**config.mk**
```make
export PLATFORM = sky130hd
export DESIGN_NAME = nested_clip_rect_stack_flat
export DESIGN_NICKNAME = d
export VERILOG_FILES = /design/src/hdl/ncrs_pkg.sv /design/src/hdl/ncrs_if.sv /design/src/hdl/ncrs_stack_mem.sv /design/src/hdl/ncrs_clamp.sv /design/src/hdl/nested_clip_rect_stack.sv /design/src/flat_wrapper.sv
export SDC_FILE = /design/constraint.sdc
export NUM_CORES = 2
export LEC_CHECK = 0
export BUFFER_PORTS_ARGS = -buffer_cell sky130_fd_sc_hd__buf_2
export CORE_MARGIN = 3
export CORE_UTILIZATION = 50
export CTS_CLUSTER_SIZE = 25
export DETAILED_ROUTE_END_ITERATION = 8
export PLACE_DENSITY_LB_ADDON = 0.12
export SETUP_SLACK_MARGIN = 0.4
export SLEW_MARGIN = 40
export SYNTH_ARGS = -nofsm -noshare
export SYNTH_HDL_FRONTEND = slang
export SYNTH_SLANG_ARGS = --single-unit
```
**constraint.sdc**
```tcl
create_clock -name clk -period 8.7 [get_ports clk]
set_input_delay 1.74 -clock clk [delete_from_list [all_inputs] [get_ports clk]]
set_output_delay 1.74 -clock clk [all_outputs]
set_load 0.03 [all_outputs]
```
**src/hdl/ncrs_pkg.sv**
```systemverilog
// Package for the nested clip rectangle stack.
// Holds the rectangle type, fault codes, controller states and shared constants.
// No dependencies.
package ncrs_pkg;

  // Default number of stack entries.
  localparam int unsigned STACK_DEPTH_DEF = 16;

  // Width of one Q12.4 coordinate.
  localparam int unsigned COORD_W = 16;

  // Coordinate shown on every edge while clipping is off (-1.0 in Q12.4).
  localparam logic signed [COORD_W-1:0] DISABLED_COORD = -16'sd16;

  // One clip rectangle, upper-left and lower-right corners.
  typedef struct packed {
    logic signed [COORD_W-1:0] left;
    logic signed [COORD_W-1:0] top;
    logic signed [COORD_W-1:0] right;
    logic signed [COORD_W-1:0] bottom;
  } rect_t;

  // Action codes of an input word.
  typedef enum logic {
    ACT_PUSH = 1'b0,
    ACT_POP  = 1'b1
  } action_t;

  // Fault codes of a result word.
  typedef enum logic [1:0] {
    FAULT_OK    = 2'd0,
    FAULT_FULL  = 2'd1,
    FAULT_EMPTY = 2'd2
  } fault_t;

  // Controller states.
  typedef enum logic [1:0] {
    S_IDLE,
    S_READ,
    S_SEND
  } state_t;

endpackage

```
**src/hdl/ncrs_if.sv**
```systemverilog
// Valid/ready channel interfaces for the nested clip rectangle stack.
// Depends on ncrs_pkg for the coordinate width.

// Input channel: one push or pop per word.
interface ncrs_in_if;
  logic                                       valid;
  logic                                       ready;
  logic                                       action;
  logic signed [ncrs_pkg::COORD_W-1:0]        new_left;
  logic signed [ncrs_pkg::COORD_W-1:0]        new_top;
  logic signed [ncrs_pkg::COORD_W-1:0]        new_right;
  logic signed [ncrs_pkg::COORD_W-1:0]        new_bottom;

  modport source (output valid, action, new_left, new_top, new_right, new_bottom,
                  input ready);
  modport sink   (input valid, action, new_left, new_top, new_right, new_bottom,
                  output ready);
endinterface

// Result channel: the active clip rectangle after each item.
interface ncrs_out_if;
  logic                                       valid;
  logic                                       ready;
  logic                                       clip_enabled;
  logic signed [ncrs_pkg::COORD_W-1:0]        clip_left;
  logic signed [ncrs_pkg::COORD_W-1:0]        clip_top;
  logic signed [ncrs_pkg::COORD_W-1:0]        clip_right;
  logic signed [ncrs_pkg::COORD_W-1:0]        clip_bottom;
  logic [1:0]                                 fault;

  modport source (output valid, clip_enabled, clip_left, clip_top, clip_right,
                  clip_bottom, fault, input ready);
  modport sink   (input valid, clip_enabled, clip_left, clip_top, clip_right,
                  clip_bottom, fault, output ready);
endinterface

```
**src/hdl/ncrs_stack_mem.sv**
```systemverilog
// Stack storage: one write port and one read port with registered read data.
// Depends on ncrs_pkg for the rectangle type.
module ncrs_stack_mem #(
  parameter int unsigned STACK_DEPTH = ncrs_pkg::STACK_DEPTH_DEF,
  localparam int unsigned IDX_W = (STACK_DEPTH > 1) ? $clog2(STACK_DEPTH) : 1
) (
  input  logic                 clk,
  input  logic                 wr_en,
  input  logic [IDX_W-1:0]     wr_idx,
  input  ncrs_pkg::rect_t      wr_data,
  input  logic                 rd_en,
  input  logic [IDX_W-1:0]     rd_idx,
  output ncrs_pkg::rect_t      rd_data
);

  ncrs_pkg::rect_t mem [STACK_DEPTH];
  ncrs_pkg::rect_t rd_data_r;

  // Write port.
  always_ff @(posedge clk) begin
    if (wr_en) begin
      mem[wr_idx] <= wr_data;
    end
  end

  // Read port, with registered read data.
  always_ff @(posedge clk) begin
    if (rd_en) begin
      rd_data_r <= mem[rd_idx];
    end
  end

  assign rd_data = rd_data_r;

endmodule

```
**src/hdl/ncrs_clamp.sv**
```systemverilog
// Clamps a pushed rectangle to the current top rectangle.
// Depends on ncrs_pkg for the rectangle type.
module ncrs_clamp (
  input  logic             has_top,
  input  ncrs_pkg::rect_t  new_rect,
  input  ncrs_pkg::rect_t  top_rect,
  output ncrs_pkg::rect_t  clamped
);

  ncrs_pkg::rect_t lim;

  // Pull each edge inside the enclosing rectangle.
  always_comb begin
    lim.left   = (new_rect.left   < top_rect.left)   ? top_rect.left   : new_rect.left;
    lim.top    = (new_rect.top    < top_rect.top)    ? top_rect.top    : new_rect.top;
    lim.right  = (new_rect.right  > top_rect.right)  ? top_rect.right  : new_rect.right;
    lim.bottom = (new_rect.bottom > top_rect.bottom) ? top_rect.bottom : new_rect.bottom;
  end

  // Keep the upper-left corner no further than the lower-right one.
  // An empty stack passes the corners through untouched.
  always_comb begin
    if (has_top) begin
      clamped.right  = lim.right;
      clamped.bottom = lim.bottom;
      clamped.left   = (lim.left > lim.right)  ? lim.right  : lim.left;
      clamped.top    = (lim.top  > lim.bottom) ? lim.bottom : lim.top;
    end else begin
      clamped = new_rect;
    end
  end

endmodule

```
**src/hdl/nested_clip_rect_stack.sv**
```systemverilog
// Top level of the nested clip rectangle stack.
// Depends on ncrs_pkg, ncrs_if, ncrs_stack_mem and ncrs_clamp.
//
// Usage
// The input channel takes one word per item: a push carrying the corners of a
// rectangle, or a pop. The result channel gives one word per item: the active
// clip rectangle, or clipping off with every edge at -1.0, plus a fault code
// for a push dropped on a full stack or a pop of an empty stack.
// The top rectangle is cached in a register; every entry is also kept in a
// synchronous memory. A push clamps against the cached top and writes the new
// entry in the cycle it is accepted. A pop that leaves entries behind reads
// the new top from memory, passing through a read state before the result.
// The result word is registered and valid in the cycle after acceptance;
// a pop that leaves the stack non-empty first passes through the read state.
// One item at a time: no new item is taken until the last result is handed over.
// While the receiver stalls, the result word holds and no input is taken.
// Reset empties the stack at once; the memory needs no clearing pass, since
// only entries below the fill count are ever read.
module nested_clip_rect_stack #(
  parameter int unsigned STACK_DEPTH = ncrs_pkg::STACK_DEPTH_DEF
) (
  input  logic             clk,
  input  logic             rst_n,
  ncrs_in_if.sink          in_ch,
  ncrs_out_if.source       out_ch
);

  localparam int unsigned IDX_W = (STACK_DEPTH > 1) ? $clog2(STACK_DEPTH) : 1;
  localparam int unsigned CNT_W = $clog2(STACK_DEPTH + 1);
  localparam logic [CNT_W-1:0] CNT_MAX = CNT_W'(STACK_DEPTH);
  localparam logic [CNT_W-1:0] CNT_ONE = CNT_W'(1);
  localparam logic [CNT_W-1:0] CNT_TWO = CNT_W'(2);

  ncrs_pkg::state_t state_r, state_nxt;
  logic [CNT_W-1:0] count_r, count_nxt;
  ncrs_pkg::rect_t  top_r, top_nxt;
  ncrs_pkg::rect_t  res_rect_r, res_rect_nxt;
  logic             res_en_r, res_en_nxt;
  ncrs_pkg::fault_t res_fault_r, res_fault_nxt;

  ncrs_pkg::rect_t  new_rect;
  ncrs_pkg::rect_t  clamped;
  ncrs_pkg::rect_t  off_rect;
  ncrs_pkg::rect_t  rd_data;
  logic             accept;
  logic             is_pop;
  logic             is_empty;
  logic             is_full;
  logic             wr_en;
  logic             rd_en;
  logic [CNT_W-1:0] rd_cnt;

  assign new_rect = '{left:   in_ch.new_left,   top:    in_ch.new_top,
                      right:  in_ch.new_right,  bottom: in_ch.new_bottom};
  assign off_rect = '{left:   ncrs_pkg::DISABLED_COORD, top:    ncrs_pkg::DISABLED_COORD,
                      right:  ncrs_pkg::DISABLED_COORD, bottom: ncrs_pkg::DISABLED_COORD};

  assign accept   = in_ch.valid && in_ch.ready;
  assign is_pop   = (in_ch.action == ncrs_pkg::ACT_POP);
  assign is_empty = (count_r == '0);
  assign is_full  = (count_r == CNT_MAX);
  assign rd_cnt   = count_r - CNT_TWO;

  // Clamp the pushed rectangle against the cached top entry.
  ncrs_clamp u_clamp (
    .has_top  (!is_empty),
    .new_rect (new_rect),
    .top_rect (top_r),
    .clamped  (clamped)
  );

  // Stack storage for every entry.
  ncrs_stack_mem #(
    .STACK_DEPTH (STACK_DEPTH)
  ) u_mem (
    .clk     (clk),
    .wr_en   (wr_en),
    .wr_idx  (count_r[IDX_W-1:0]),
    .wr_data (clamped),
    .rd_en   (rd_en),
    .rd_idx  (rd_cnt[IDX_W-1:0]),
    .rd_data (rd_data)
  );

  // Next state. Only a pop that starts a memory read waits for the data.
  always_comb begin
    state_nxt = state_r;
    unique case (state_r)
      ncrs_pkg::S_IDLE: begin
        if (accept) begin
          if (rd_en) begin
            state_nxt = ncrs_pkg::S_READ;
          end else begin
            state_nxt = ncrs_pkg::S_SEND;
          end
        end
      end
      ncrs_pkg::S_READ: begin
        state_nxt = ncrs_pkg::S_SEND;
      end
      ncrs_pkg::S_SEND: begin
        if (out_ch.ready) begin
          state_nxt = ncrs_pkg::S_IDLE;
        end
      end
      default: begin
        state_nxt = ncrs_pkg::S_IDLE;
      end
    endcase
  end

  // Handshake outputs follow the state.
  always_comb begin
    in_ch.ready  = 1'b0;
    out_ch.valid = 1'b0;
    unique case (state_r)
      ncrs_pkg::S_IDLE: in_ch.ready  = 1'b1;
      ncrs_pkg::S_READ: ;
      ncrs_pkg::S_SEND: out_ch.valid = 1'b1;
      default: ;
    endcase
  end

  // Stack update and result word.
  always_comb begin
    count_nxt     = count_r;
    top_nxt       = top_r;
    res_rect_nxt  = res_rect_r;
    res_en_nxt    = res_en_r;
    res_fault_nxt = res_fault_r;
    wr_en         = 1'b0;
    rd_en         = 1'b0;
    if (accept) begin
      if (!is_pop) begin
        if (is_full) begin
          // Dropped push: show the current top unchanged.
          res_rect_nxt  = top_r;
          res_en_nxt    = 1'b1;
          res_fault_nxt = ncrs_pkg::FAULT_FULL;
        end else begin
          wr_en         = 1'b1;
          count_nxt     = count_r + CNT_ONE;
          top_nxt       = clamped;
          res_rect_nxt  = clamped;
          res_en_nxt    = 1'b1;
          res_fault_nxt = ncrs_pkg::FAULT_OK;
        end
      end else if (is_empty) begin
        res_rect_nxt  = off_rect;
        res_en_nxt    = 1'b0;
        res_fault_nxt = ncrs_pkg::FAULT_EMPTY;
      end else begin
        count_nxt     = count_r - CNT_ONE;
        res_fault_nxt = ncrs_pkg::FAULT_OK;
        if (count_r == CNT_ONE) begin
          res_rect_nxt = off_rect;
          res_en_nxt   = 1'b0;
        end else begin
          // New top comes back from memory next cycle.
          rd_en      = 1'b1;
          res_en_nxt = 1'b1;
        end
      end
    end else if (state_r == ncrs_pkg::S_READ) begin
      top_nxt      = rd_data;
      res_rect_nxt = rd_data;
    end
  end

  // Control registers.
  always_ff @(posedge clk) begin
    if (!rst_n) begin
      state_r <= ncrs_pkg::S_IDLE;
      count_r <= '0;
    end else begin
      state_r <= state_nxt;
      count_r <= count_nxt;
    end
  end

  // Payload registers.
  always_ff @(posedge clk) begin
    top_r       <= top_nxt;
    res_rect_r  <= res_rect_nxt;
    res_en_r    <= res_en_nxt;
    res_fault_r <= res_fault_nxt;
  end

  assign out_ch.clip_enabled = res_en_r;
  assign out_ch.clip_left    = res_rect_r.left;
  assign out_ch.clip_top     = res_rect_r.top;
  assign out_ch.clip_right   = res_rect_r.right;
  assign out_ch.clip_bottom  = res_rect_r.bottom;
  assign out_ch.fault        = res_fault_r;

  // The fill count never passes the stack depth.
  a_count_bound: assert property (@(posedge clk) disable iff (!rst_n)
    count_r <= CNT_MAX)
    else $error("stack count beyond depth");

  // A result with clipping off shows -1.0 on every edge.
  a_off_marker: assert property (@(posedge clk) disable iff (!rst_n)
    (out_ch.valid && !out_ch.clip_enabled) |->
      (out_ch.clip_left == ncrs_pkg::DISABLED_COORD &&
       out_ch.clip_right == ncrs_pkg::DISABLED_COORD &&
       out_ch.clip_top == ncrs_pkg::DISABLED_COORD &&
       out_ch.clip_bottom == ncrs_pkg::DISABLED_COORD))
    else $error("disabled marker malformed");

  // Clipping is on exactly while the stack holds an entry.
  a_enable_count: assert property (@(posedge clk) disable iff (!rst_n)
    out_ch.valid |-> (out_ch.clip_enabled == (count_r != '0)))
    else $error("clip enable disagrees with stack count");

  // An accepted push that is not dropped grows the stack by one.
  a_push_grows: assert property (@(posedge clk) disable iff (!rst_n)
    (accept && !is_pop && !is_full) |=> (count_r == $past(count_r) + CNT_ONE))
    else $error("push did not grow the stack");

  // A memory read is always followed by its result word.
  a_read_then_send: assert property (@(posedge clk) disable iff (!rst_n)
    (state_r == ncrs_pkg::S_READ) |=> (state_r == ncrs_pkg::S_SEND))
    else $error("memory read not followed by result");

endmodule

```
**src/flat_wrapper.sv**
```systemverilog
// flat-port wrapper written by rule: the top's interface ports become plain ports
module nested_clip_rect_stack_flat 
#(
  parameter int unsigned STACK_DEPTH = ncrs_pkg::STACK_DEPTH_DEF
)
  (clk, rst_n, in_ch_valid, in_ch_action, in_ch_new_left, in_ch_new_top, in_ch_new_right, in_ch_new_bottom, in_ch_ready, out_ch_valid, out_ch_clip_enabled, out_ch_clip_left, out_ch_clip_top, out_ch_clip_right, out_ch_clip_bottom, out_ch_fault, out_ch_ready);
  ncrs_in_if in_ch_i ();
  ncrs_out_if out_ch_i ();
  input  logic clk;
  input  logic rst_n;
  input wire logic [$bits(in_ch_i.valid)-1:0] in_ch_valid;
  input wire logic [$bits(in_ch_i.action)-1:0] in_ch_action;
  input wire logic [$bits(in_ch_i.new_left)-1:0] in_ch_new_left;
  input wire logic [$bits(in_ch_i.new_top)-1:0] in_ch_new_top;
  input wire logic [$bits(in_ch_i.new_right)-1:0] in_ch_new_right;
  input wire logic [$bits(in_ch_i.new_bottom)-1:0] in_ch_new_bottom;
  output wire logic [$bits(in_ch_i.ready)-1:0] in_ch_ready;
  output wire logic [$bits(out_ch_i.valid)-1:0] out_ch_valid;
  output wire logic [$bits(out_ch_i.clip_enabled)-1:0] out_ch_clip_enabled;
  output wire logic [$bits(out_ch_i.clip_left)-1:0] out_ch_clip_left;
  output wire logic [$bits(out_ch_i.clip_top)-1:0] out_ch_clip_top;
  output wire logic [$bits(out_ch_i.clip_right)-1:0] out_ch_clip_right;
  output wire logic [$bits(out_ch_i.clip_bottom)-1:0] out_ch_clip_bottom;
  output wire logic [$bits(out_ch_i.fault)-1:0] out_ch_fault;
  input wire logic [$bits(out_ch_i.ready)-1:0] out_ch_ready;
  assign in_ch_i.valid = in_ch_valid;
  assign in_ch_i.action = in_ch_action;
  assign in_ch_i.new_left = in_ch_new_left;
  assign in_ch_i.new_top = in_ch_new_top;
  assign in_ch_i.new_right = in_ch_new_right;
  assign in_ch_i.new_bottom = in_ch_new_bottom;
  assign in_ch_ready = in_ch_i.ready;
  assign out_ch_valid = out_ch_i.valid;
  assign out_ch_clip_enabled = out_ch_i.clip_enabled;
  assign out_ch_clip_left = out_ch_i.clip_left;
  assign out_ch_clip_top = out_ch_i.clip_top;
  assign out_ch_clip_right = out_ch_i.clip_right;
  assign out_ch_clip_bottom = out_ch_i.clip_bottom;
  assign out_ch_fault = out_ch_i.fault;
  assign out_ch_i.ready = out_ch_ready;
  nested_clip_rect_stack #(.STACK_DEPTH(STACK_DEPTH)) u_core (.clk(clk), .rst_n(rst_n), .in_ch(in_ch_i), .out_ch(out_ch_i));
endmodule
```
==> results.ini <==
[worst_setup_path]
worstPathRequired_ns = 9.04
path_class = primary input to flip-flop
crit_path_end_kind = flip-flop
slowest_delay_ns = 0.68
cp_top_family = simple AND/OR/NAND/NOR gates
startpoint_type = primary input
critPathSlowestCell = mux2i_1
cp_num_buf_inv = 3
crit_chain = buf_2, ha_1, a41oi_1, o21ai_0, a221o_1, nor3_2, xor2_1, nand2_1, buf_4, mux2i_1, ha_1, nand4_1, nor3_1, and3_1, o21a_1, and2_0, a221oi_1, and3_1, or2_1, buf_4, a31oi_1, nand2_1
crit_arrival_ns = 7.61
crit_fanout = 17

[finish]
area_delta_synth_final_pct = 14.7
utilization = 0.580
nets = 3083
drive_gt1_frac = 0.306
n_fill_cell = 7543
finalInstanceArea_mm2 = 0.0591

[clock_network]
cts_buffer_depth = 3
post_cts_buffers = 0
cts_tree = done
hold_buffers = 0
root_buffer = clkbuf_16
ctsResizeCount = 0
htree_levels = 4
clk_pin_slew_ns = 0.06
insertion_delay_ns = 0.75
cts_buffers = 131
cts_num_sinks = 1226

[power]
power_frac_seq = 0.446
clockPowerShare = 0.313
peakVddDrop_v = 0.000152
p_comb_frac = 0.240
power_mw = 17.6
p_switching_mw = 5.15
internal-power_mw = 12.4
p_leak_nw = 19.3
p_sw_frac = 0.293
power.density_mw_per_mm2 = 297

[yosys]
synth_cells = 2679
netlist-cell-type-count = 79
yosys_most_used_dff = edfxtp_1
synth_top_cell_by_area = edfxtp_1
async_flop_share = 0
ys_seq_elements = 1226
synthTopCellsByArea = edfxtp_1 71%, mux4_2 14%, ha_1 2.4%
yosysMostFrequentCell = edfxtp_1
yosysSeqAreaShare = 0.713
ys_top_cells_by_count = 1219 x edfxtp_1, 320 x mux4_2, 113 x nor2_1
mappedNetlistArea_mm2 = 0.0515
synth.top_cell.area_share = 0.710
synth.yosys.warnings = 0
syn_nets = 2848
synth_edf_count = 1219
synth.avg_cell_area_um2 = 19.2

[timing]
slew_headroom = 0.427
hold_violations = 0
finClkSkew_ns = 0.0290
rsz0062_at_grt = no
worst_slew_pin_slew_ns = 0.859
setup_viol = 0
tns_ns = 0
min_period_over_period = 0.836
finalCriticalPeriod_ns = 7.27
fmax_mhz = 138
slew_viol_final = 0

[placed_design]
port_buffers = 137
postPlaceCellArea_mm2 = 0.0548
place_congestion = 0.874
dp_hpwl_um = 82900

[global_routing]
grt_first_pass_wirelength_um = 204000
grt_pass1_vias = 28100
globalRouteMet1Util = 0.375
grt_max_degree = 65
grt_use_met2 = 0.425
use_met3 = 0.0528
antenna_found_initial = 14
grt_use_total = 0.267
grt_overflow_total = 0
busiest_layer = met2

[die]
fp.dieW_um = 327
die_y_um = 327
dieArea_mm2 = 0.107
row_count = 117
fp.coreArea_mm2 = 0.102
io_pins = 138
initial_core_util = 0.505

[drt]
num_vias = 28100
detail-route-antenna-nets = 0
drtIter0Drc = 3222
wire_per_inst_um = 32.3
wl_um = 142000
drc = 0
vias_per_cell = 6.40
dr.pass1.iters = 7

[run]
max_cap_violations = 0

[worst_hold_path]
hp-class = flip-flop to flip-flop

[outcome]
status = finished, final reports clean

[cell families after synthesis]
family / share of synthesized area
DFF: 0.713
muxes: 0.163
AOI/OAI and AO/OA: 0.0501
and+or+nand+nor: 0.0313
buffers and inverters: 0.0171
adders and majority gates: 0.0243
xor gates and xnor gates: 0.000850
[worst paths after layout]
path / depth (start not counted) / endpoint / slack (ns) / from
setup / recovery: 22 / u_core.u_mem.mem[1][40] / 1.43 / in_ch_new_bottom[7]
hold / removal: 2 / u_core.out_ch.clip_left[2] / 0.57 / u_core.u_mem.rd_data[50]
setup reg to reg: 22 / u_core.u_mem.mem[1][40] / 2.10 / u_core.top_r[10]
hold reg to reg: 2 / u_core.out_ch.clip_left[2] / 0.57 / u_core.u_mem.rd_data[50]
[registers in the layout, summed over array words and instances, names as in the netlist, 2 cells and up]
name                       flops
u_core.u_mem.mem            1024
u_core.out_ch.clip_bottom     16
u_core.out_ch.clip_top        16
u_core.out_ch.fault            2
u_core.u_mem.rd_data          64
u_core.count_r                 5
u_core.out_ch.clip_left       16
u_core.out_ch.clip_right      16
u_core.state_r                 2
u_core.top_r                  64
[power groups by stage]
stage	combinational (mW)	sequential, mW	clock (mW)
5_1_grt	4.52	7.86	5.84
3_3_place_gp	4.01	7.96	0
6_report	4.22	7.84	5.50
2_1_floorplan	2.70	7.98	0
3_5_place_dp	4.21	7.96	0
4_1_cts	4.22	7.84	5.60
[cell usage in the layout, fill, tap and decap left out, types with 20 or more instances in the layout]
cell type  synthesis  layout
a21o_1            21      20
edfxtp_1        1219    1219
o21ai_0           31      31
mux2_2            37      37
o22ai_1           29      29
a21oi_2            1      26
mux2i_1           62      60
buf_4              4      82
nor2_1           113      94
clkinv_1           0      24
clkinv_2           0      24
clkbuf_16          0     134
nand2_1           88      85
ha_1             100      99
a31oi_1           53      52
mux4_2           320     320
inv_1             72      71
o32ai_1           24      24
buf_2             12     137
nor3_1            33      32
a21oi_1          110      83
[worst reg2reg max path, stage by stage, from the launching register on]
cell and delay, ns:
edfxtp_1 0.54, inv_1 0.09, ha_1 0.30, nand4_1 0.23
nor2_1 0.10, a221o_1 0.33, nor3_2 0.18, xor2_1 0.10
nand2_1 0.42, buf_4 0.32, mux2i_1 0.68, ha_1 0.29
nand4_1 0.09, nor3_1 0.24, and3_1 0.27, o21a_1 0.16
and2_0 0.12, a221oi_1 0.07, and3_1 0.39, or2_1 0.31
buf_4 0.21, a31oi_1 0.34, nand2_1 0.41
[area by class of cell]
class	instances	area, um2	area share
well taps	1368	1710	0.0289
inverters	72	273	0.00461
flip-flops and latches	1226	36800	0.622
diodes	7	17.5	0.000296
multi-input cells	1232	14300	0.241
clock inverters	84	823	0.0139
clock buffers	151	3420	0.0578
repair buffers	251	1870	0.0316
[per-stage QoR]
stage	cells	setup slack (ns)	hold slack [ns]
6_report	4391	1.43	0.570
5_1_grt	4387	1.09	0.615
4_1_cts	4383	1.55	0.569
3_5_place_dp	4148	0.788	0.529
3_3_place_gp	4133	1.01	0.552
2_1_floorplan	2679	1.63	0.486
[metal layers]
| layer | part of all wire | up-vias |
|---|---|---|
| met5 | 0.00066 | - |
| met1 | 0.41 | 15000 |
| li1 | - | 11600 |
| met4 | 0.031 | 14 |
| met2 | 0.48 | 1227 |
| met3 | 0.076 | 254 |
(Power assumes the default switching activity.)
